<file path="src/rtl/assert_macros.svh">
// Assertion macros shared by the RTL of the serial line editor.
// ASSERT_ALWAYS checks that a condition holds at every clock edge outside reset.
// ASSERT_NEXT checks that a consequent holds in the cycle after its antecedent.
`ifndef ASSERT_MACROS_SVH
`define ASSERT_MACROS_SVH

`ifndef ASSERT_OFF
`define ASSERT_ALWAYS(label, clk, rst_n, cond) \
	label: assert property (@(posedge clk) disable iff (!rst_n) (cond)) \
		else $error("assertion failed");
`define ASSERT_NEXT(label, clk, rst_n, ante, cons) \
	label: assert property (@(posedge clk) disable iff (!rst_n) (ante) |=> (cons)) \
		else $error("assertion failed");
`else
`define ASSERT_ALWAYS(label, clk, rst_n, cond)
`define ASSERT_NEXT(label, clk, rst_n, ante, cons)
`endif

`endif

</file>
<file path="src/rtl/sle_pkg.sv">
// ----------------------------------------------------------------------------
// Serial line editor package
// Character codes, command table, queue entry type and the command match.
// ----------------------------------------------------------------------------
`timescale 1ns / 1ps

package sle_pkg;

	localparam int LINE_DEPTH_DEF = 64;

	localparam logic [7:0] CH_BS  = 8'h08;
	localparam logic [7:0] CH_DEL = 8'h7F;
	localparam logic [7:0] CH_CR  = 8'h0D;
	localparam logic [7:0] CH_LF  = 8'h0A;
	localparam logic [7:0] CH_SP  = 8'h20;

	localparam int CODE_W = 3;
	localparam logic [CODE_W-1:0] CODE_NONE = 3'd0;

	localparam int NUM_CMDS    = 5;
	localparam int PREFIX_LEN  = 6;
	localparam int PREFIX_IDX_W = $clog2(PREFIX_LEN);
	localparam int LEN_CLIP_W  = $clog2(PREFIX_LEN + 2);

	typedef logic [7:0] prefix_t [PREFIX_LEN];
	typedef logic [7:0] cmd_text_t [NUM_CMDS][PREFIX_LEN];
	typedef logic [LEN_CLIP_W-1:0] cmd_len_t [NUM_CMDS];

	// On, Off, --v, uptime, volt
	localparam cmd_text_t CMD_TEXT = '{
		'{8'h4F, 8'h6E, 8'h00, 8'h00, 8'h00, 8'h00},
		'{8'h4F, 8'h66, 8'h66, 8'h00, 8'h00, 8'h00},
		'{8'h2D, 8'h2D, 8'h76, 8'h00, 8'h00, 8'h00},
		'{8'h75, 8'h70, 8'h74, 8'h69, 8'h6D, 8'h65},
		'{8'h76, 8'h6F, 8'h6C, 8'h74, 8'h00, 8'h00}
	};
	localparam cmd_len_t CMD_LEN = '{3'd2, 3'd3, 3'd3, 3'd6, 3'd4};

	localparam logic [1:0] KIND_ECHO  = 2'd0;
	localparam logic [1:0] KIND_ERASE = 2'd1;
	localparam logic [1:0] KIND_END   = 2'd2;

	typedef struct packed {
		logic [1:0]        kind;
		logic [7:0]        ch;
		logic [CODE_W-1:0] code;
	} op_t;

	localparam int QUEUE_DEPTH = 2;
	localparam int QPTR_W      = $clog2(QUEUE_DEPTH);
	localparam int QCNT_W      = $clog2(QUEUE_DEPTH + 1);

	function automatic logic [CODE_W-1:0] match_cmd(input prefix_t p,
		input logic [LEN_CLIP_W-1:0] len);
		logic [CODE_W-1:0] code;
		logic              eq;
		code = CODE_NONE;
		for (int c = NUM_CMDS - 1; c >= 0; c--) begin
			eq = (len == CMD_LEN[c]);
			for (int i = 0; i < PREFIX_LEN; i++) begin
				if ((LEN_CLIP_W'(i) < len) && (p[i] != CMD_TEXT[c][i])) begin
					eq = 1'b0;
				end
			end
			if (eq) begin
				code = CODE_W'(c + 1);
			end
		end
		return code;
	endfunction

endpackage

</file>
<file path="src/rtl/sle_front.sv">
// ----------------------------------------------------------------------------
// Serial line editor front end
// Accepts received bytes, keeps the fill count and the line head, and queues
// one operation for every byte that produces an echo.
// ----------------------------------------------------------------------------
`timescale 1ns / 1ps

module sle_front #(
	parameter int LINE_DEPTH = sle_pkg::LINE_DEPTH_DEF
) (
	input  logic          clk,
	input  logic          arst_n,
	input  logic          in_valid,
	output logic          in_stall,
	input  logic [7:0]    rx_byte,
	input  logic          q_full,
	output logic          q_push,
	output sle_pkg::op_t  q_data
);
	import sle_pkg::*;

	localparam int FILL_W = $clog2(LINE_DEPTH + 1);

	logic [FILL_W-1:0]     fill_q;
	prefix_t               prefix_q;
	logic                  accept;
	logic                  is_erase;
	logic                  is_end;
	logic                  not_empty;
	logic                  not_full;
	logic                  do_erase;
	logic                  do_store;
	logic [LEN_CLIP_W-1:0] len_clip;

	assign in_stall = q_full;

	// Only the first characters of the line can take part in a command match,
	// so only those are kept; a longer line clips to a length no command has.
	always_comb begin
		accept    = in_valid & ~q_full;
		is_erase  = rx_byte inside {CH_BS, CH_DEL};
		is_end    = rx_byte inside {CH_CR, CH_LF};
		not_empty = (fill_q != '0);
		not_full  = (fill_q != FILL_W'(LINE_DEPTH));
		do_erase  = accept & is_erase & not_empty;
		do_store  = accept & ~is_erase & ~is_end & not_full;
		q_push    = do_erase | do_store | (accept & is_end);
		len_clip  = (fill_q > FILL_W'(PREFIX_LEN)) ? LEN_CLIP_W'(PREFIX_LEN + 1)
			: fill_q[LEN_CLIP_W-1:0];
		q_data.ch   = rx_byte;
		q_data.code = CODE_NONE;
		if (is_erase) begin
			q_data.kind = KIND_ERASE;
		end else if (is_end) begin
			q_data.kind = KIND_END;
			q_data.code = match_cmd(prefix_q, len_clip);
		end else begin
			q_data.kind = KIND_ECHO;
		end
	end

	always_ff @(posedge clk or negedge arst_n) begin
		if (!arst_n) begin
			fill_q <= '0;
		end else if (accept & is_end) begin
			fill_q <= '0;
		end else if (do_erase) begin
			fill_q <= fill_q - 1'b1;
		end else if (do_store) begin
			fill_q <= fill_q + 1'b1;
		end
	end

	always_ff @(posedge clk) begin
		if (do_store && (fill_q < FILL_W'(PREFIX_LEN))) begin
			prefix_q[fill_q[PREFIX_IDX_W-1:0]] <= rx_byte;
		end
	end

endmodule

</file>
<file path="src/rtl/sle_queue.sv">
// ----------------------------------------------------------------------------
// Serial line editor operation queue
// A short first-in first-out queue between the front end and the echo stage.
// ----------------------------------------------------------------------------
`timescale 1ns / 1ps

module sle_queue (
	input  logic         clk,
	input  logic         arst_n,
	input  logic         push,
	input  sle_pkg::op_t push_data,
	output logic         full,
	input  logic         pop,
	output logic         head_valid,
	output sle_pkg::op_t head_data
);
	import sle_pkg::*;

	op_t               mem_q [QUEUE_DEPTH];
	logic [QPTR_W-1:0] wr_ptr_q;
	logic [QPTR_W-1:0] rd_ptr_q;
	logic [QCNT_W-1:0] count_q;

	assign full       = (count_q == QCNT_W'(QUEUE_DEPTH));
	assign head_valid = (count_q != '0);
	assign head_data  = mem_q[rd_ptr_q];

	always_ff @(posedge clk) begin
		if (push) begin
			mem_q[wr_ptr_q] <= push_data;
		end
	end

	always_ff @(posedge clk or negedge arst_n) begin
		if (!arst_n) begin
			wr_ptr_q <= '0;
			rd_ptr_q <= '0;
			count_q  <= '0;
		end else begin
			if (push) begin
				wr_ptr_q <= (wr_ptr_q == QPTR_W'(QUEUE_DEPTH - 1)) ? '0 : wr_ptr_q + 1'b1;
			end
			if (pop) begin
				rd_ptr_q <= (rd_ptr_q == QPTR_W'(QUEUE_DEPTH - 1)) ? '0 : rd_ptr_q + 1'b1;
			end
			if (push && !pop) begin
				count_q <= count_q + 1'b1;
			end else if (pop && !push) begin
				count_q <= count_q - 1'b1;
			end
		end
	end

endmodule

</file>
<file path="src/rtl/sle_back.sv">
// ----------------------------------------------------------------------------
// Serial line editor echo stage
// Expands each queued operation into its echo beats and holds them in the
// output register until they are taken.
// ----------------------------------------------------------------------------
`timescale 1ns / 1ps

`include "assert_macros.svh"

module sle_back (
	input  logic                       clk,
	input  logic                       arst_n,
	input  logic                       head_valid,
	input  sle_pkg::op_t               head_data,
	output logic                       pop,
	output logic                       out_valid,
	input  logic                       out_stall,
	output logic [7:0]                 echo_byte,
	output logic                       last,
	output logic                       line_done,
	output logic [sle_pkg::CODE_W-1:0] command_code
);
	import sle_pkg::*;

	logic [1:0]        beat_q;
	logic              out_valid_q;
	logic [7:0]        echo_q;
	logic              last_q;
	logic              done_q;
	logic [CODE_W-1:0] code_q;
	logic              free;
	logic              load;
	logic [7:0]        beat_ch;
	logic              beat_last;
	logic              beat_done;
	logic [CODE_W-1:0] beat_code;

	always_comb begin
		free      = ~out_valid_q | ~out_stall;
		load      = free & head_valid;
		beat_ch   = head_data.ch;
		beat_last = 1'b1;
		beat_done = 1'b0;
		beat_code = CODE_NONE;
		case (head_data.kind)
			KIND_ERASE: begin
				beat_ch   = (beat_q == 2'd1) ? CH_SP : CH_BS;
				beat_last = (beat_q == 2'd2);
			end
			KIND_END: begin
				beat_ch   = (beat_q == 2'd0) ? CH_CR : CH_LF;
				beat_last = (beat_q != 2'd0);
				beat_done = beat_last;
				beat_code = beat_last ? head_data.code : CODE_NONE;
			end
			default: begin
				beat_ch   = head_data.ch;
				beat_last = 1'b1;
			end
		endcase
		pop = load & beat_last;
	end

	always_ff @(posedge clk or negedge arst_n) begin
		if (!arst_n) begin
			beat_q      <= 2'd0;
			out_valid_q <= 1'b0;
		end else begin
			if (free) begin
				out_valid_q <= head_valid;
			end
			if (pop) begin
				beat_q <= 2'd0;
			end else if (load) begin
				beat_q <= beat_q + 1'b1;
			end
		end
	end

	always_ff @(posedge clk) begin
		if (load) begin
			echo_q <= beat_ch;
			last_q <= beat_last;
			done_q <= beat_done;
			code_q <= beat_code;
		end
	end

	assign out_valid    = out_valid_q;
	assign echo_byte    = echo_q;
	assign last         = last_q;
	assign line_done    = done_q;
	assign command_code = code_q;

	`ASSERT_ALWAYS(a_done_on_last, clk, arst_n, !(out_valid_q && done_q) || last_q)
	`ASSERT_ALWAYS(a_code_on_done, clk, arst_n, !(out_valid_q && code_q != CODE_NONE) || done_q)
	`ASSERT_NEXT(a_beat_restart, clk, arst_n, pop, beat_q == 2'd0)
	`ASSERT_ALWAYS(a_beat_range, clk, arst_n, beat_q != 2'd3)

endmodule

</file>
<file path="src/rtl/serial_line_editor_command_match.sv">
// The first echo beat of a byte passes through the queue and then the output register.
// The output register gives one echo beat per cycle while the queue is not empty and out_stall
// is low; a stored byte gives one beat, a line end two and an erase three, set by the echo stage's beat counter.
// A two-entry queue lets bytes be accepted while the output is stalled.
// Reset clears the fill count, the queue and the output valid; the line head is not cleared.
// ----------------------------------------------------------------------------
// Serial line editor with command match
// Echoes received terminal bytes, handles erase and line end, and reports the
// fixed command that a finished line matched.
// ----------------------------------------------------------------------------
`timescale 1ns / 1ps

module serial_line_editor_command_match #(
	parameter int LINE_DEPTH = sle_pkg::LINE_DEPTH_DEF
) (
	input  logic                       clk,
	input  logic                       arst_n,
	input  logic                       in_valid,
	output logic                       in_stall,
	input  logic [7:0]                 rx_byte,
	output logic                       out_valid,
	input  logic                       out_stall,
	output logic [7:0]                 echo_byte,
	output logic                       last,
	output logic                       line_done,
	output logic [sle_pkg::CODE_W-1:0] command_code
);
	import sle_pkg::*;

	logic q_full;
	logic q_push;
	op_t  q_data;
	logic q_pop;
	logic q_head_valid;
	op_t  q_head;

	sle_front #(
		.LINE_DEPTH(LINE_DEPTH)
	) u_front (
		.clk      (clk),
		.arst_n   (arst_n),
		.in_valid (in_valid),
		.in_stall (in_stall),
		.rx_byte  (rx_byte),
		.q_full   (q_full),
		.q_push   (q_push),
		.q_data   (q_data)
	);

	sle_queue u_queue (
		.clk        (clk),
		.arst_n     (arst_n),
		.push       (q_push),
		.push_data  (q_data),
		.full       (q_full),
		.pop        (q_pop),
		.head_valid (q_head_valid),
		.head_data  (q_head)
	);

	sle_back u_back (
		.clk          (clk),
		.arst_n       (arst_n),
		.head_valid   (q_head_valid),
		.head_data    (q_head),
		.pop          (q_pop),
		.out_valid    (out_valid),
		.out_stall    (out_stall),
		.echo_byte    (echo_byte),
		.last         (last),
		.line_done    (line_done),
		.command_code (command_code)
	);

endmodule

</file>
<file path="config.mk">
export PLATFORM = sky130hd
export DESIGN_NAME = serial_line_editor_command_match
export DESIGN_NICKNAME = d
export VERILOG_FILES = /design/src/rtl/sle_pkg.sv /design/src/rtl/sle_front.sv /design/src/rtl/sle_queue.sv /design/src/rtl/sle_back.sv /design/src/rtl/serial_line_editor_command_match.sv
export VERILOG_INCLUDE_DIRS = /design/src /design/src/rtl
export SDC_FILE = /design/constraint.sdc
export NUM_CORES = 1
export LEC_CHECK = 0
export ABC_AREA = 1
export CORE_UTILIZATION = 63
export CTS_CLUSTER_SIZE = 28
export DETAILED_ROUTE_END_ITERATION = 12
export DONT_BUFFER_PORTS = 1
export PLACE_DENSITY_LB_ADDON = 0.2
export SLEW_MARGIN = 5
export SYNTH_ARGS = -nofsm -noshare
export SYNTH_HDL_FRONTEND = slang
export SYNTH_SLANG_ARGS = --single-unit
</file>
<file path="constraint.sdc">
create_clock -name clk -period 3.25 [get_ports clk]
set_input_delay 0.65 -clock clk [delete_from_list [all_inputs] [get_ports clk]]
set_output_delay 0.65 -clock clk [all_outputs]
set_load 0.02 [all_outputs]
</file>
==> results.py <==
metrics = {
    "run_status": {
        "status": "finished, final reports clean",
    },
    "clock_tree": {
        "cts.sinks": 101,
        "cts_buffers": 9,
        "cts_buffer_depth": 2,
        "cts_setup_buffers": 0,
        "clock_latency_ns": 0.36,
        "htree_levels": 3,
        "path_clk_slew_ns": 0.10,
        "cts_tree": "yes",
        "root_buffer": "clkbuf_8",
    },
    "sta": {
        "setup_tns_ns": 0,
        "fmax_mhz": 384.5,
        "final.setup_skew_ns": 0.01054,
        "setup_viol": 0,
        "maxSlewViolCount": 0,
        "hold_viol_final": 0,
        "fin_crit_sh": 0.8001,
        "rsz0062_at_grt": "no",
        "min_period_ns": 2.600,
        "worst_pin_slew_ns": 0.7617,
        "slew_headroom": 0.4922,
    },
    "synth": {
        "synth_top_family_by_area": "simple AND/OR/NAND/NOR gates",
        "syn_nets": 448,
        "synth_xor_area_frac": 0.01130,
        "ys_seq_elements": 101,
        "synth_area_leaders": "edfxtp_1, dfrtp_1, nand2_1",
        "yosysSeqAreaShare": 0.6371,
        "synth_compound_area_frac": 0.05730,
        "synth_edf_count": 87,
        "synthCells": 424,
        "synthMuxAreaShare": 0,
        "yosysTopAreaCell": "edfxtp_1",
        "synth_area_um2": 4651,
        "async_reset_ff_frac": 0.1386,
        "synth_fa_ha_area_frac": 0.03390,
        "syn_area_per_cell_um2": 10.97,
        "synth_flop_cell": "edfxtp_1",
        "synth_simple_gate_area_frac": 0.2098,
        "yosysWarnings": 0,
        "synth_top_cell_area_share": 0.5617,
        "synthDistinctLibCells": 38,
    },
    "final_layout": {
        "fill_cells": 460,
        "diodes": 0,
        "drive_gt1_frac": 0.1185,
        "final_nets": 458,
        "synthToLayoutAreaGrowth_pct": 6.645,
    },
    "power": {
        "power_density_nw_per_um2": 804.1,
        "leakage_nw": 2.013,
        "peakVddDrop_uv": 344.2,
        "power_w": 0.003988,
    },
    "global_route": {
        "overflow": 0,
        "grt_pass1_vias": 2867,
        "grtUsageTotal": 0.2406,
        "grt_max_degree": 19,
        "antenna_found_initial": 0,
        "grt_pass1_wl_um": 13450,
    },
    "min_path": {
        "min_path_type": "input port to register",
        "hold_path_depth": 0,
        "min_to": "u_front.prefix_q[29]",
        "min_from": "rx_byte[5]",
    },
    "critical_path": {
        "path_delay_family": "simple AND/OR/NAND/NOR gates",
        "crit_fanout": 14,
        "startpoint_type": "register",
        "worstReg2RegStart": "u_queue.rd_ptr_q",
        "r2r-end": "u_queue.count_q[1]",
        "setup.worst_path.class": "register to register",
        "cp.required_ns": 3.50,
        "slowest_stage": "ha_1",
        "ff2ff_path_depth": 12,
        "worst-path-buf-inv": 2,
        "critPathArrivalTime_ns": 2.85,
        "rrSetupSlack_ns": 0.65,
        "slowest_delay_ns": 0.37,
        "crit_chain": "inv_1, or2_2, o21ai_0, inv_1, ha_1, nor2_1, nand2_1, nand2_1, ha_1, a21oi_1, o21ai_0, xor2_1",
        "end_kind": "register",
    },
    "placed_design": {
        "dp_hpwl_um": 5857,
        "gp_congestion": 0.8855,
        "numPortBuffers": 0,
    },
    "routing": {
        "drt_iter0_drc": 226,
        "avgRoutedWirePerCell_um": 15.30,
        "ant_nets": 0,
        "via_count": 2954,
        "vias_per_cell": 5.521,
        "routed_wl_um": 8187,
        "drt_first_pass_iters": 5,
        "drc_errors": 0,
    },
    "floorplanning": {
        "die_y_um": 87.92,
        "dieArea_um2": 7730,
        "die_w_um": 87.92,
        "start_util": 0.6697,
        "fp-row-count": 30,
        "io_pins": 27,
        "core_um2": 6944,
    },
    "run": {
        "cap_viol_max_count": 0,
    },
}
==> where the power goes <==
part	internal [W]	leakage [nW]	switching, W
Clock	0.000294	0.0869	0.000444
Combinational	0.000387	0.945	0.000789
Sequential	0.00180	0.981	0.000272
Total	0.00248	2.01	0.00151
==> worst reg2reg max path: cells and delay by family, from the launching register on <==
| family | cells | cell delay, ns |
|---|---|---|
| AND/OR/NAND/NOR | 4 | 0.75 |
| adder cells (fa/ha/maj) | 2 | 0.64 |
| flip-flops | 1 | 0.36 |
| AO/OA/AOI/OAI | 3 | 0.33 |
| buffers and inverters | 2 | 0.24 |
| XOR/XNOR | 1 | 0.15 |
==> cells by family (layout without fill, tap and decap cells) <==
| kind of cell | count (synthesis) | in the layout |
|---|---|---|
| xor+xnor | 6 | 6 |
| buf+inv | 62 | 77 |
| flops | 101 | 101 |
| compound gates | 43 | 43 |
| fa+ha+maj | 12 | 12 |
| simple gates | 200 | 200 |
==> final cells by class <==
cell class                      count  area, um2  share of cell area
Inverter                           59      224.0             0.04516
Clock buffer                       10      127.6             0.02573
Tap cell                           96      120.1             0.02422
Clock inverter                      6      55.05             0.01110
Multi-Input combinational cell    261       1453              0.2929
Timing Repair Buffer                2      17.52            0.003532
Sequential cell                   101       2963              0.5974
==> sequential cells by signal, indices dropped and copies added (netlist names) <==
| register | cells |
|---|---|
| u_front.fill_q | 7 |
| u_queue.rd_ptr_q | 1 |
| u_back.beat_q | 2 |
| u_back.echo_byte | 8 |
| u_front.prefix_q | 48 |
| u_back.out_valid | 1 |
| u_back.last | 1 |
| u_queue.mem_q | 26 |
| u_queue.count_q | 2 |
| u_queue.wr_ptr_q | 1 |
| u_back.command_code | 3 |
| u_back.line_done | 1 |
==> worst max path at each step <==
stage / startpoint / to / depth (start not counted)
floorplan: rx_byte[0] / u_front.fill_q[6] / 13
global placement: rx_byte[0] / u_front.fill_q[6] / 13
detailed placement: u_queue.rd_ptr_q / u_queue.count_q[1] / 14
CTS: u_queue.rd_ptr_q / u_queue.count_q[1] / 14
global route: u_queue.rd_ptr_q / u_queue.count_q[1] / 13
finish: u_queue.rd_ptr_q / u_queue.count_q[1] / 12
==> synth_stat cells (5+ instances only) <==
cell type and number:
o21ai_2 6, nor2_1 55, nor2_2 5, inv_2 5, nor3_1 8, o21ai_0 16
nand3_1 24, inv_1 53, dfrtp_1 14, a21oi_1 12, nand4_1 11, ha_1 11
nand2_1 75, edfxtp_1 87
==> layout by cell type, fill, tap and decap left out, types with 11 or more instances in the layout <==
cell type and count:
nand3_1 24, edfxtp_1 87, inv_1 53, ha_1 11, nor2_1 55, dfrtp_1 14, o21ai_0 16, a21oi_1 12
nand2_1 75, nand4_1 11
==> what timing repair did <==
action	4_1_cts	5_1_grt
endpoints found under the setup margin	0	0
hold endpoints to repair	14	0
hold buffers	1	0
resized for setup	0	0
==> layer usage <==
metal,GRT usage,wire length (um),vias to the layer above
li1,-,-,1453
met1,0.2974,3516,1385
met2,0.3968,3877,94
met3,0.05749,557,22
met4,0.1237,236,0
met5,0,0,-
==> through the flow <==
stage	instance area [um2]	setup slack [ns]	std cells	utilization	hold WS [ns]
after CTS	4960	0.6511	535	0.7142	0.3664
after floorplan	4651	0.8417	424	-	0.3544
after global placement	4767	0.7259	518	0.6865	0.3547
after global routing	4960	0.3794	535	0.7142	0.3562
after detailed placement	4767	0.6687	518	0.6865	0.3548
final	4960	0.6495	535	0.7142	0.3788
(Power assumes the default switching activity.)
